===== src/sbt_pkg.sv =====
`default_nettype none

package sbt_pkg;

   localparam int SBT_DEPTH = 16;
   localparam int SEG_W     = 32;
   localparam int TIME_W    = 48;

   typedef logic signed [SEG_W-1:0]  seg_type;
   typedef logic signed [TIME_W-1:0] time_type;

   localparam time_type MARK_RESET = {1'b1, {(TIME_W-1){1'b0}}};

   typedef enum logic [2:0] {
      OP_PUBLISH     = 3'd0,
      OP_RAISE_MARK  = 3'd1,
      OP_EXACT       = 3'd2,
      OP_AFTER_NUM   = 3'd3,
      OP_AFTER_TIME  = 3'd4,
      OP_AT_OR_BEF   = 3'd5,
      OP_ANCHOR      = 3'd6
   } opcode_type;

   typedef struct packed {
      seg_type  seg;
      time_type stamp;
      logic     opening;
   } entry_type;

   // A lookup request traveling down the chain, newest cell first.
   // Side a keeps the first (newest) at-or-before match, side b the last
   // (oldest) match of the forward search.
   typedef struct packed {
      logic       valid;
      opcode_type op;
      seg_type    key_seg;
      time_type   key_time;
      logic       a_hit;
      entry_type  a;
      logic       b_hit;
      entry_type  b;
   } token_type;

endpackage

`default_nettype wire


===== src/sbt_cell.sv =====
`default_nettype none

module sbt_cell
   import sbt_pkg::*;
#(
   parameter int DEPTH = SBT_DEPTH,
   parameter int IDX   = 0,
   localparam int CNT_W = $clog2(DEPTH + 1)
) (
   input  wire logic             clock,
   input  wire logic             reset,
   input  wire logic             shift_i,
   input  wire entry_type        entry_i,
   output      entry_type        entry_o,
   input  wire logic [CNT_W-1:0] count_i,
   input  wire token_type        tok_i,
   output      token_type        tok_o
);

   entry_type entry_ff;
   token_type tok_ff;
   token_type tok_in;
   logic      live;
   logic      hit_a;
   logic      cond_b;
   logic      hit_b;

   // Cells are ordered by age, so cell IDX is live when it lies below the fill count.
   assign live = CNT_W'(IDX) < count_i;

   always_comb begin
      hit_a = live && tok_i.valid &&
              (tok_i.op == OP_AT_OR_BEF || tok_i.op == OP_ANCHOR) &&
              ($signed(entry_ff.stamp) <= $signed(tok_i.key_time));
      case (tok_i.op)
         OP_EXACT:      cond_b = $signed(entry_ff.seg) == $signed(tok_i.key_seg);
         OP_AFTER_NUM:  cond_b = $signed(entry_ff.seg) > $signed(tok_i.key_seg);
         OP_AFTER_TIME,
         OP_ANCHOR:     cond_b = $signed(entry_ff.stamp) > $signed(tok_i.key_time);
         default:       cond_b = 1'b0;
      endcase
      hit_b = live && tok_i.valid && cond_b;

      tok_in = tok_i;
      if (hit_a && !tok_i.a_hit) begin
         tok_in.a_hit = 1'b1;
         tok_in.a     = entry_ff;
      end
      // Later cells are older, so a later match replaces an earlier one.
      if (hit_b) begin
         tok_in.b_hit = 1'b1;
         tok_in.b     = entry_ff;
      end
   end

   always_ff @(posedge clock) begin
      if (shift_i) begin
         entry_ff <= entry_i;
      end
   end

   always_ff @(posedge clock) begin
      if (reset) begin
         tok_ff <= '0;
      end else begin
         tok_ff <= tok_in;
      end
   end

   assign entry_o = entry_ff;
   assign tok_o   = tok_ff;

endmodule

`default_nettype wire

===== config.mk =====
export PLATFORM = sky130hd
export DESIGN_NAME = sbt_cell
export DESIGN_NICKNAME = d
export VERILOG_FILES = /design/src/sbt_pkg.sv /design/src/sbt_cell.sv
export SDC_FILE = /design/constraint.sdc
export NUM_CORES = 1
export LEC_CHECK = 0
export BUFFER_PORTS_ARGS = -buffer_cell sky130_fd_sc_hd__buf_2
export CAP_MARGIN = 0
export CORE_AREA = 2 2 263 265
export DETAILED_ROUTE_END_ITERATION = 8
export DIE_AREA = 0 0 265 267
export PLACE_DENSITY_LB_ADDON = 0.1
export SYNTH_ARGS = -nofsm -noshare
export SYNTH_HDL_FRONTEND = slang
export SYNTH_SLANG_ARGS = --single-unit

===== constraint.sdc =====
create_clock -name clock -period 3.55 [get_ports clock]
set_input_delay 0.71 -clock clock [delete_from_list [all_inputs] [get_ports clock]]
set_output_delay 0.71 -clock clock [all_outputs]
set_load 0.1 [all_outputs]

# Word-level counts from Yosys, hierarchy flattened
# Index checks and enable logic that the tools add are counted.
dict set report word_totals {
  ff_bits 329
  out_inout_bits 329
  elab_cells 36
}
dict set report op_classes {
  n_lt_le_gt_ge 4
  eq_ne 6
  n_mux 3
  n_reduce_logical 8
}
# cell count
set ops {}
lappend ops {{82-bit 2-to-1 mux} 2}
lappend ops {{48-bit > comparator} 1}
lappend ops {{48-bit <= comparator} 1}
lappend ops {{32-bit equality test} 1}
lappend ops {{32-bit > comparator} 1}
lappend ops {{3-bit equality test, second input constant} 3}
lappend ops {{3-bit by 2-bit equality test with 1-bit output, second input constant} 2}
lappend ops {{1-bit logical AND} 5}
lappend ops {{1-bit by 5-bit less-than comparator with 1-bit output, first input constant} 1}
lappend ops {{1-bit case mux with 3 select lines} 1}
lappend ops {{2-bit OR reduction} 1}
lappend ops {{1-bit logical NOT} 1}
lappend ops {{1-bit logical OR} 1}

# Logic depth before layout (Yosys ltp)
dict set report depth {
  word_depth 6
  mapped_depth 13
}

# Worst setup path before layout
# Ideal clock, no wire load.
dict set report synth_path {
  path_kind {register to register}
  startpoint {register entry_ff (netlist bit entry_o[62])}
  endpoint {register tok_ff (netlist bit tok_o[10])}
  setup_time_ns 0.072
  arrival_ns 3.493
  path_slack_ns -0.015
  stages_incl_launch_ff 13
  path_buffers 2
  synth_period_minus_slack_ns 3.565
  path_cell_list {edfxtp_1 -> ha_1 -> a21o_1 -> a21o_1 -> a221oi_2 -> o21ai_1 -> a221oi_2 -> mux2_1 -> a31o_1 -> a22oi_2 -> buf_6 -> buf_6 -> mux2i_1}
}
dict set report synth_via {
  elab_chain_cells 4
}
# item line
set synth_rtl {}
lappend synth_rtl {{start: declaration} sbt_cell.sv:20} ;# entry_type entry_ff;
lappend synth_rtl {{start signal: assignment} sbt_cell.sv:58} ;# entry_ff <= entry_i;
lappend synth_rtl {{32-bit > comparator or 32-bit equality test (tied branches)} {sbt_cell.sv:37, sbt_cell.sv:36}}
lappend synth_rtl {{1-bit case mux with 3 select lines (*)} sbt_cell.sv:35} ;# case (tok_i.op)
lappend synth_rtl {{1-bit logical AND (*)} sbt_cell.sv:42} ;# hit_b = live && tok_i.valid && cond_b;
lappend synth_rtl {{82-bit 2-to-1 mux (*)} sbt_cell.sv:50} ;# if (hit_b) begin
lappend synth_rtl {{end signal: assignment} sbt_cell.sv:66} ;# tok_ff <= tok_in;
lappend synth_rtl {{end: declaration} sbt_cell.sv:21} ;# token_type tok_ff;
# Every way passes the cells marked *; elsewhere a longest branch is shown, timed or not.
# A chain may end at the register's enable or synchronous reset.

# Worst setup path after layout
dict set report layout_path {
  startpoint {register entry_ff (netlist bit entry_o[26])}
  endpoint {register tok_ff (netlist bit tok_o[57])}
}
dict set report layout_via {
  elab_chain_cells 4
}
# item line
set layout_rtl {}
lappend layout_rtl {{48-bit > comparator} sbt_cell.sv:39} ;# OP_ANCHOR: cond_b = $signed(entry_ff.stamp) > $signed(tok_i.key_time);
lappend layout_rtl {{1-bit case mux with 3 select lines} sbt_cell.sv:35}
lappend layout_rtl {{1-bit logical AND} sbt_cell.sv:42}
lappend layout_rtl {{82-bit 2-to-1 mux} sbt_cell.sv:50}
# Every way passes these cells.

==> flow_summary.toml <==
[run_status]
status = "finished, final reports clean"

[clock_network]
cts_sinks = 329
cts-buffers-inserted = 43
clk_pin_slew_ns = 0.06
ctsHoldBuffers = 0
insertion_delay_ns = 0.57
clockBufferDepth = 3
tritoncts = "done"
ctsHtreeMaxLevel = 2
cts_root_buf = "clkbuf_16"

[logic_synthesis]
synth-seq-cells = 329
ys.flop_type = "dfxtp_1"
synthArstFlopShare_pct = 0
synth_warnings = 0
ys_seq_area_share_pct = 55.77
syn_inst = 1171
syn_area_per_cell_um2 = 11.33
synth.cell_area_um2 = 13260
synth-edff-count = 81
syn_nets = 1588
synth_cell_types = 47

[worst_setup_path]
r2r_setup_slack_ns = 0.25
reg2reg_to = "tok_o[57]$_SDFF_PP0_"
critPathTopFamily = "simple AND/OR/NAND/NOR gates"
crit_cells = 12
cp.arrival_ns = 3.74
r2r_cells = 12
end_kind = "flop"
path_buf_inv = 3
r2r_start = "entry_o[26]$_DFFE_PP_"
cp.required_ns = 3.99
cp_max_fo = 18
worstPathCellList = "ha_1, nand4_1, nor4_1, and3_1, o31ai_1, nand3_1, mux2i_1, buf_4, a22oi_2, buf_12, buf_12, mux2i_1"
start_kind = "flop"
crit_path_start = "entry_o[26]$_DFFE_PP_"
crit_slowest_cell = "nor4_1"
slowest_delay_ns = 0.51
crit_end = "tok_o[57]$_SDFF_PP0_"
crit_type = "flop to flop"

[flow_run]
cap_violations = 0

[placed_design]
finalWeightedCongestion = 0.7801
dpl-instance-area_um2 = 18660
numPortBuffers = 665
dp_cells = 2821
post-dp-hpwl_um = 44540

[cells_and_area]
fin_area_um2 = 20140
drive_gt1_share_pct = 44.48
fin_nets = 2403
fin_cells = 2911
area_delta_synth_final_pct = 51.86

[routing]
dr.first_iter.drc_count = 384
ant_nets = 0
met2WireLength_um = 28270
wl_met3_um = 3978
routed_wl_um = 56440
wl_met1_um = 22850
first_pass_iters = 4
top_layer_used = "met5"
route.detailed.drc = 0
routedWlPerCell_um = 19.39
via_per_inst = 3.868
dr_total_vias = 11260

[power]
leakagePower_nw = 10.23
clockPowerShare_pct = 37.1
p_total_mw = 11.99
combinationalPowerShare_pct = 27.6
p_sw_share_pct = 37.33
p_int_mw = 7.512
power_frac_seq_pct = 35.3
switchingPower_mw = 4.475
power.density_nw_per_um2 = 595.1
vdd_drop_max_v = 0.0002949

[die]
start_util_pct = 19.51
dieArea_um2 = 70760
core-area_um2 = 67990
io_pins = 666
floorplan.rows = 96
die_h_um = 267
fp.dieW_um = 265

[global_routing]
grt_use_total_pct = 15.35
grt_remaining_overflow = 0
grt_pass1_vias = 11710
antenna_found_initial = 18
grt_max_degree = 87
grt_pass1_wl_um = 79870

[timing]
timing.fmax_ghz = 0.3027
finalMaxSlewViolations = 0
hold_slack_ns = 0.3163
setup_viol = 0
worst_pin_slew_ns = 0.6124
rsz0062_at_grt = "false"
finClkSkew_ns = 0.02167
finalHoldViolCount = 0
period_needed_ns = 3.304
slew-limit-headroom_pct = 59.17
period_share_pct = 93.06

[worst_hold_path]
hold_class = "input port to flop"
-- state kept, by name (all words and copies together) (netlist names) --
name	count
entry_o	81
tok_o	248
-- cells in the mapped netlist (2+ instances only) --
cell type | instances | area, um2
a21o_1 | 11 | 82.58
a21oi_1 | 29 | 145.1
a221o_1 | 2 | 20.02
a221oi_2 | 2 | 30.03
and3_1 | 2 | 12.51
and4_1 | 2 | 17.52
buf_12 | 8 | 160.2
buf_6 | 10 | 112.6
clkbuf_1 | 32 | 120.1
dfxtp_1 | 248 | 4965
edfxtp_1 | 81 | 2432
ha_1 | 80 | 1001
inv_1 | 85 | 319.1
mux2i_1 | 163 | 1632
nand2_1 | 20 | 75.07
nand2b_1 | 162 | 1013
nand3_1 | 3 | 15.01
nand4_1 | 14 | 87.58
nor2_1 | 166 | 623.1
nor2b_1 | 8 | 50.05
nor3_1 | 2 | 10.01
nor3b_1 | 2 | 15.01
nor4_1 | 2 | 12.51
nor4_2 | 3 | 37.54
o211ai_1 | 3 | 22.52
o21a_1 | 3 | 22.52
o21ai_0 | 7 | 35.03
o21ai_1 | 2 | 10.01
-- what timing repair did --
item	in CTS	in global routing
buffers inserted	0	2
setup endpoints to repair	2	81
gates resized for setup	1	2
pin swaps	0	2
endpoints found under the hold margin	0	0
-- through the flow --
stage	utilization (%)	TNS [ns]	setup slack, ns
5_1_grt	29.62	0	0.01204
3_5_place_dp	27.45	-48.70	-0.3757
6_report	29.63	0	0.2463
2_1_floorplan	-	0	0.01459
4_1_cts	29.55	0	0.04199
3_3_place_gp	27.45	-38.71	-0.3287
-- power groups by stage --
stage               registers [mW]  clock network, mW  logic, mW
finish                        4.23               4.45       3.31
global route                  4.26               4.75       3.48
CTS                           4.23               4.64       3.35
detailed placement            4.31                  0       3.34
global placement              4.31                  0       3.33
floorplan                     6.18                  0      0.545
-- final cells by class --
class	count	area, um2
inverters	85	319.1
flip-flops and latches	329	7397
repair buffers	824	4722
clock buffers	57	1190
diodes	8	20.02
clock inverters	23	236.5
well taps	882	1104
multi-input cells	703	5155
fillers	7332	47840
-- how the worst min path moves through the flow --
stage	startpoint	endpoint	slack, ns	cells past startpoint
after floorplan	entry_i[0]	entry_o[0]$_DFFE_PP_	0.81	0
after global placement	entry_o[0]$_DFFE_PP_	tok_o[82]$_SDFF_PP0_	0.57	2
after detailed placement	entry_o[0]$_DFFE_PP_	tok_o[82]$_SDFF_PP0_	0.59	2
after CTS	entry_i[1]	entry_o[1]$_DFFE_PP_	0.26	1
after global routing	entry_i[5]	entry_o[5]$_DFFE_PP_	0.28	1
final	entry_i[5]	entry_o[5]$_DFFE_PP_	0.32	1
-- cell families after synthesis --
family,Yosys count,synth area share [%]
AO/OA/AOI/OAI,69,3.566
XOR/XNOR,1,0.06604
adder cells (fa/ha/maj),80,7.546
buffers and inverters,139,5.603
flip-flops,329,55.77
multiplexers,164,12.39
AND/OR/NAND/NOR,389,15.06
-- cells in the final DEF (no fill, tap or decap), types with 8 or more instances in the layout --
master     netlist  layout
a21oi_1         29      29
nand2_1         20      20
buf_4            1     145
inv_1           85      85
nor2_1         166     166
clkbuf_1        32       9
ha_1            80      80
clkbuf_16        0      44
buf_12           8      15
edfxtp_1        81      81
nand4_1         14      14
buf_2            1     663
mux2i_1        163     163
a21o_1          11      11
diode_2          0       8
nand2b_1       162     162
nor2b_1          8       8
dfxtp_1        248     248
-- layer usage --
layer  GRT usage, %  up-vias
met3          4.779       86
met5              0        -
met2          27.11      380
met4          4.535       18
met1          17.74     5216
li1               -     5559
-- worst reg2reg max path, stage by stage (launching register included) --
cell and delay (ns):
edfxtp_1 0.45, ha_1 0.34, nand4_1 0.15, nor4_1 0.52, and3_1 0.32, o31ai_1 0.15
nand3_1 0.13, mux2i_1 0.34, buf_4 0.20, a22oi_2 0.07, buf_12 0.19, buf_12 0.17
mux2i_1 0.16
(Power assumes the default switching activity.)
